<file path="config.mk">
export PLATFORM = sky130hd
export DESIGN_NAME = euqvr_cordic_stage
export DESIGN_NICKNAME = d
export VERILOG_FILES = /design/src/hw/rtl/euqvr_pkg.sv /design/src/hw/rtl/euqvr_cordic_stage.sv
export SDC_FILE = /design/constraint.sdc
export NUM_CORES = 2
export LEC_CHECK = 0
export ABC_AREA = 1
export BUFFER_PORTS_ARGS = -buffer_cell sky130_fd_sc_hd__buf_4
export CORE_MARGIN = 5
export CORE_UTILIZATION = 60
export CTS_BUF_LIST = sky130_fd_sc_hd__clkbuf_16
export DETAILED_ROUTE_END_ITERATION = 8
export MAX_ROUTING_LAYER = met4
export PLACE_DENSITY = 0.81
export SETUP_SLACK_MARGIN = 0.1
export SLEW_MARGIN = 20
export SYNTH_ARGS = -nofsm -noshare
export SYNTH_HDL_FRONTEND = slang
export SYNTH_SLANG_ARGS = --single-unit
export TNS_END_PERCENT = 5
</file>
<file path="constraint.sdc">
create_clock -name i_clk -period 21 [get_ports i_clk]
set_clock_uncertainty 0.05 [all_clocks]
set_input_delay 1.05 -clock i_clk [delete_from_list [all_inputs] [get_ports i_clk]]
set_output_delay 1.05 -clock i_clk [all_outputs]
set_load 0.005 [all_outputs]
</file>
<file path="src/hw/rtl/euqvr_pkg.sv">
`timescale 1ns / 1ps
`default_nettype none
package euqvr_pkg;

    // Field widths of the item formats.
    localparam int VEC_W = 20;
    localparam int ANG_W = 16;

    // Angle reduction: angles are read in 1/256 degree, one turn is 92160 units.
    localparam int AEW       = 26;
    localparam int QTW       = 12;
    localparam int RW        = 30;
    localparam int TURN      = 92160;
    localparam int HALF_TURN = 46080;
    localparam int QTR_TURN  = 23040;
    // Reciprocal of one turn scaled by 2^32, rounded down.
    localparam int TURN_RCP  = 46603;

    // Rotator: Q30 x and y, z in 2^-16 degree.
    localparam int CW    = 33;
    localparam int ZW    = 26;
    localparam int STEPS = 18;
    localparam int SPS   = 3;
    localparam int NSTG  = STEPS / SPS;
    localparam logic signed [CW-1:0] GAIN = CW'(64'd652032874);

    // Sine and cosine in Q16, pair products, triple products, quaternion in Q24.
    localparam int SCW = 19;
    localparam int PPW = 2 * SCW;
    localparam int TPW = PPW + SCW;
    localparam int QW  = 28;

    typedef logic signed [VEC_W-1:0] t_vec;
    typedef logic signed [ANG_W-1:0] t_ang;
    typedef t_vec [2:0] t_vec3;

    typedef struct packed {
        t_vec vec_x;
        t_vec vec_y;
        t_vec vec_z;
        t_ang yaw_angle;
        t_ang roll_angle;
        t_ang pitch_angle;
    } t_in;

    typedef struct packed {
        t_vec rot_x;
        t_vec rot_y;
        t_vec rot_z;
    } t_out;

    typedef struct packed {
        logic signed [CW-1:0] x;
        logic signed [CW-1:0] y;
        logic signed [ZW-1:0] z;
        logic                 neg;
    } t_cord;

    // Lane 0 is yaw, lane 1 roll, lane 2 pitch.
    typedef struct packed {
        t_cord [2:0] ang;
        t_vec3       v;
    } t_ctok;

    typedef struct packed {
        logic signed [QW-1:0] qw;
        logic signed [QW-1:0] qx;
        logic signed [QW-1:0] qy;
        logic signed [QW-1:0] qz;
        t_vec3                v;
    } t_quat;

    // Arctangent of 2^-i in 2^-16 degree.
    function automatic logic signed [ZW-1:0] atan_q16(input int idx);
        logic signed [ZW-1:0] val;
        case (idx)
            0:       val = ZW'(2949120);
            1:       val = ZW'(1740967);
            2:       val = ZW'(919879);
            3:       val = ZW'(466945);
            4:       val = ZW'(234379);
            5:       val = ZW'(117304);
            6:       val = ZW'(58666);
            7:       val = ZW'(29335);
            8:       val = ZW'(14668);
            9:       val = ZW'(7334);
            10:      val = ZW'(3667);
            11:      val = ZW'(1833);
            12:      val = ZW'(917);
            13:      val = ZW'(458);
            14:      val = ZW'(229);
            15:      val = ZW'(115);
            16:      val = ZW'(57);
            17:      val = ZW'(29);
            default: val = '0;
        endcase
        return val;
    endfunction

endpackage
`default_nettype wire

</file>
<file path="src/hw/rtl/euqvr_cordic_stage.sv">
`timescale 1ns / 1ps
`default_nettype none
module euqvr_cordic_stage #(
    parameter int STAGE = 0
) (
    input  wire logic         i_clk,
    input  wire logic         i_rst_n,
    input  wire logic         i_en,
    input  wire logic         i_valid,
    input  euqvr_pkg::t_ctok  i_tok,
    output logic              o_valid,
    output euqvr_pkg::t_ctok  o_tok
);
    import euqvr_pkg::*;

    logic  r_valid;
    t_ctok n_tok, r_tok;

    // A few rotation steps for each of the three angle lanes.
    always_comb begin
        logic signed [CW-1:0] x, y, dx, dy;
        logic signed [ZW-1:0] z;
        n_tok = i_tok;
        for (int k = 0; k < 3; k++) begin
            x = i_tok.ang[k].x;
            y = i_tok.ang[k].y;
            z = i_tok.ang[k].z;
            for (int j = 0; j < SPS; j++) begin
                dx = y >>> (STAGE * SPS + j);
                dy = x >>> (STAGE * SPS + j);
                if (!z[ZW-1]) begin
                    x = x - dx;
                    y = y + dy;
                    z = z - atan_q16(STAGE * SPS + j);
                end else begin
                    x = x + dx;
                    y = y - dy;
                    z = z + atan_q16(STAGE * SPS + j);
                end
            end
            n_tok.ang[k].x = x;
            n_tok.ang[k].y = y;
            n_tok.ang[k].z = z;
        end
    end

    always_ff @(posedge i_clk) begin
        if (!i_rst_n) begin
            r_valid <= 1'b0;
        end else if (i_en) begin
            r_valid <= i_valid;
        end
    end

    always_ff @(posedge i_clk) begin
        if (i_en) begin
            r_tok <= n_tok;
        end
    end

    assign o_valid = r_valid;
    assign o_tok   = r_tok;

endmodule
`default_nettype wire

</file>
---- After elaboration in Yosys (flattened, before gate mapping) ----
Cells that the tools add are included.
cells by class
  div/mod/pow operators ................... 0
  shift-type cells ........................ 0
  reductions and logical operators ........ 0
  multipliers ............................. 0
  equal/unequal tests ..................... 0
  add/subtract/negate cells ............... 51
  muxes and demuxes ....................... 45
  bitwise gates (word level) .............. 0
  $lt $le $gt $ge ......................... 0
operators with widths
  kind              count
  $mux W26          27
  $mux W33          18
  $add A26 B26 Y26  9
  $sub A26 B26 Y26  9
  $add A33 B31 Y33  6
  $add A33 B32 Y33  6
  $sub A33 B31 Y33  6
  $sub A33 B32 Y33  6
  $sub A33 B33 Y33  6
  $add A33 B33 Y33  3
word-level totals
  bits in read-only memories .............. 0
  output and inout port bits .............. 340
  memories ................................ 0
  RAM bits ................................ 0
  register bits ........................... 340
  word-level logic and storage cells ...... 112
  bits in latches ......................... 0

---- Longest topological paths before layout ----
  depth after elaboration ................. 9
  mapped depth ............................ 54
  depth with buffers taken out ............ 52

---- Worst setup path before layout ----
OpenSTA, ideal clock, no wires.
  kind .................................... input -> register
  start point ............................. input i_tok[179] (netlist name)
  end point ............................... register r_tok, in the netlist o_tok[239], data pin
  data required time ...................... 20.688 ns
  path buffers ............................ 8
  setup slack ............................. 11.976 ns
  stages .................................. 44
  setup time .............................. 0.262 ns
  arrival time ............................ 8.711 ns
  cells stage by stage .................... inv_2 -> buf_4 -> buf_2 -> clkbuf_1 -> ha_1 -> a21oi_1 -> o211a_1 -> nor2_1 -> o21ai_0 -> nand2_1 -> nand2_1 -> nand2_1 -> a21oi_1 -> inv_1 -> clkbuf_1 -> clkbuf_1 -> ha_1 -> nand2_1 -> [8 not listed] -> buf_2 -> buf_1 -> nand2_1 -> o21ai_0 -> inv_1 -> fa_1 -> nand3b_1 -> nand2_1 -> a31oi_1 -> o21bai_1 -> a21oi_1 -> o221ai_1 -> a21oi_1 -> o21ai_0 -> a21oi_1 -> o21a_1 -> o21bai_1 -> xor2_1
RTL lines
  what                  line                      RTL
  start, declared       euqvr_cordic_stage.sv:10  input euqvr_pkg::t_ctok i_tok,
  end signal, assigned  euqvr_cordic_stage.sv:57  r_tok <= n_tok;
  end, declared         euqvr_cordic_stage.sv:17  t_ctok n_tok, r_tok;

==> results.md <==
- Cts repair resizes: 0
- Ys async rst share: 0
- Max Clk Rate: 0.107 GHz
- Post-CTS setup buffers: 0
- FP Rows: 126
- Root Driver: clkbuf_16
- Slowest CP cell: ha_1
- CP Buf/Inv Count: 8
- Total Neg Setup Slack: 0 ns
- Final Cycle Share: 0.447
- Setup violators final: 0
- Post-synth cell types: 73
- Initial core utilization: 0.602
- Max IR drop VDD: 0.000195 V
- CP endpoint kind: flip-flop
- Worst hold path type: input pin to flip-flop
- Antenna-violating nets left: 0
- Design Power: 15.9 mW
- Die width: 353 µm
- Mean Syn Cell Area: 6.27 µm²
- Worst-margin pin slew: 1.05 ns
- CTS tree: done
- Port-buffer cells: 682
- # IOs: 683
- Syn Inst Count: 11300
- Min Clock Period, post-route: 9.38 ns
- Worst Path Required: 21.33 ns
- Share of cells above drive strength 1: 0.101
- EDFF count, synth: 339
- Final Max Tran Viols: 0
- First-pass GRT wire length: 405000 µm
- Drt total wl: 266000 µm
- Leakage power: 41.3 nW
- Mapped cell area: 0.0708 mm²
- Fin nets: 13100
- Chip height: 353 µm
- Clock transition at path regs: 0.07 ns
- Register area share after synthesis: 0.144
- Die area: 0.125 mm²
- CTS buffer count: 42
- Primary FF master, synth: edfxtp_1
- Fin. Hold Viols: 0
- Pwr Density: 203 mW/mm²
- CP top delay family: compound AO/OA/AOI/OAI gates
- Aggregate global routing overflow: 0
- Routed vias: 79500
- Wire per inst: 19.7 µm
- Clk_lat worst skew: 0.63 ns
- Gpl congestion: 1.09
- Gr usage total: 0.413
- Fillers: 10600
- Post-DP HPWL: 223000 µm
- H-tree depth: 2
- WP data arrival: 9.71 ns
- Core area: 0.118 mm²
- Maximum fanout along the worst path: 49
- Status: complete, no violations
- Vias in the first global route: 75900
- Largest net degree at the start of global routing: 78
- # DRC: 0
- Largest incremental delay on the critical path: 0.51 ns
- Mapped Nets: 12500
- Bufs on Longest Clock Path: 3
- Synth warnings: 0
- Area growth syn-to-layout: 10.8%
- Synth Register Bits: 340
- Initial drt markers: 8779
- RSZ-0062 raised after global routing: no
- Max-slew headroom: 0.301
- Setup crit start kind: input pin
- CP Class: input pin to flip-flop
- CTS Hold Bufs: 0
- Initial antenna violation count: 25
- Max Cap Viol: 0
- First-pass iteration count of the detailed router: 8
- Via density: 5.90
- CTS Sinks: 340
==> final cells by class <==
type,count,area [µm²],share of cell area
inverter,1807,6790,0.0866
tap,1536,1920,0.0245
clock buffer,42,1050,0.0134
sequential,340,10200,0.130
antenna,29,72.6,0.000926
clock inverter,32,324,0.00413
multi-input combinational,8972,52700,0.673
timing repair buffer,703,5290,0.0674
==> flip-flops by register name (all words and copies together) (netlist names) <==
name,cells
o_tok,339
o_valid,1
==> Yosys cell counts (84+ instances only) <==
master | n | area [µm²]
a21oi_1 | 891 | 4460
edfxtp_1 | 339 | 10200
ha_1 | 883 | 11000
inv_1 | 1745 | 6550
nand2_1 | 2914 | 10900
nand2_2 | 108 | 676
nand3_1 | 855 | 4280
nand4_1 | 163 | 1020
nor2_1 | 957 | 3590
nor3_1 | 84 | 420
o21ai_0 | 431 | 2160
xnor2_1 | 258 | 2260
xor2_1 | 584 | 5110
==> report_power, final <==
group | internal, mW | total [mW] | switching (mW) | leakage (nW)
combinational | 4.67 | 13.2 | 8.52 | 37.2
sequential | 1.74 | 1.94 | 0.206 | 3.33
clock | 0.419 | 0.758 | 0.339 | 0.699
total | 6.82 | 15.9 | 9.07 | 41.3
==> stage by stage <==
stage	hold slack [ns]	cells	util	area [µm²]	setup slack [ns]
6_report	0.536	13500	0.666	78400	11.62
5_1_grt	0.517	13500	0.666	78400	10.91
4_1_cts	0.509	13400	0.666	78300	11.91
3_5_place_dp	0.538	13400	0.654	76900	11.32
3_3_place_gp	0.487	13400	0.654	76900	11.65
2_1_floorplan	0.475	11300	-	70800	11.98
==> metal layers <==
layer,global-route usage,vias to the layer above,wire length [µm]
met1,0.496,36500,104000
met4,0.202,0,15100
met5,-,-,0
li1,-,37900,-
met2,0.667,4252,119000
met3,0.0780,825,27300
==> cells by family after synthesis <==
| logic type | after synthesis | share of synthesized area |
|---|---|---|
| flops | 340 | 0.144 |
| xor+xnor | 846 | 0.105 |
| compound gates | 1826 | 0.145 |
| buf+inv | 1977 | 0.111 |
| fa+ha+maj | 910 | 0.164 |
| simple gates | 5390 | 0.331 |
==> layout by cell type (no fill, tap or decap), drive strengths merged, types with 27 or more instances in the layout <==
master	count
nand3b	29
a21oi	907
xnor2	258
or2	40
xor2	588
o21a	64
a21o	38
nor2	1049
buf	703
nand3	898
diode	29
a21boi	46
o21ai	520
nand4	164
o31ai	30
o21bai	75
a31oi	67
ha	883
clkbuf	42
fa	27
nor3	118
nand2	3035
inv	1810
edfxtp	339
==> final timing paths <==
check / startpoint / endpoint / slack (ns) / depth (start not counted)
min: i_tok[11] / o_tok[11]$_DFFE_PP_ / 0.54 / 1
max reg2reg: o_valid$_SDFFE_PN0P_ / o_valid$_SDFFE_PN0P_ / 20.23 / 2
max: i_tok[86] / o_tok[151]$_DFFE_PP_ / 11.62 / 38
min reg2reg: o_valid$_SDFFE_PN0P_ / o_valid$_SDFFE_PN0P_ / 0.57 / 2
No activity file was read; power rests on OpenSTA's default activity.
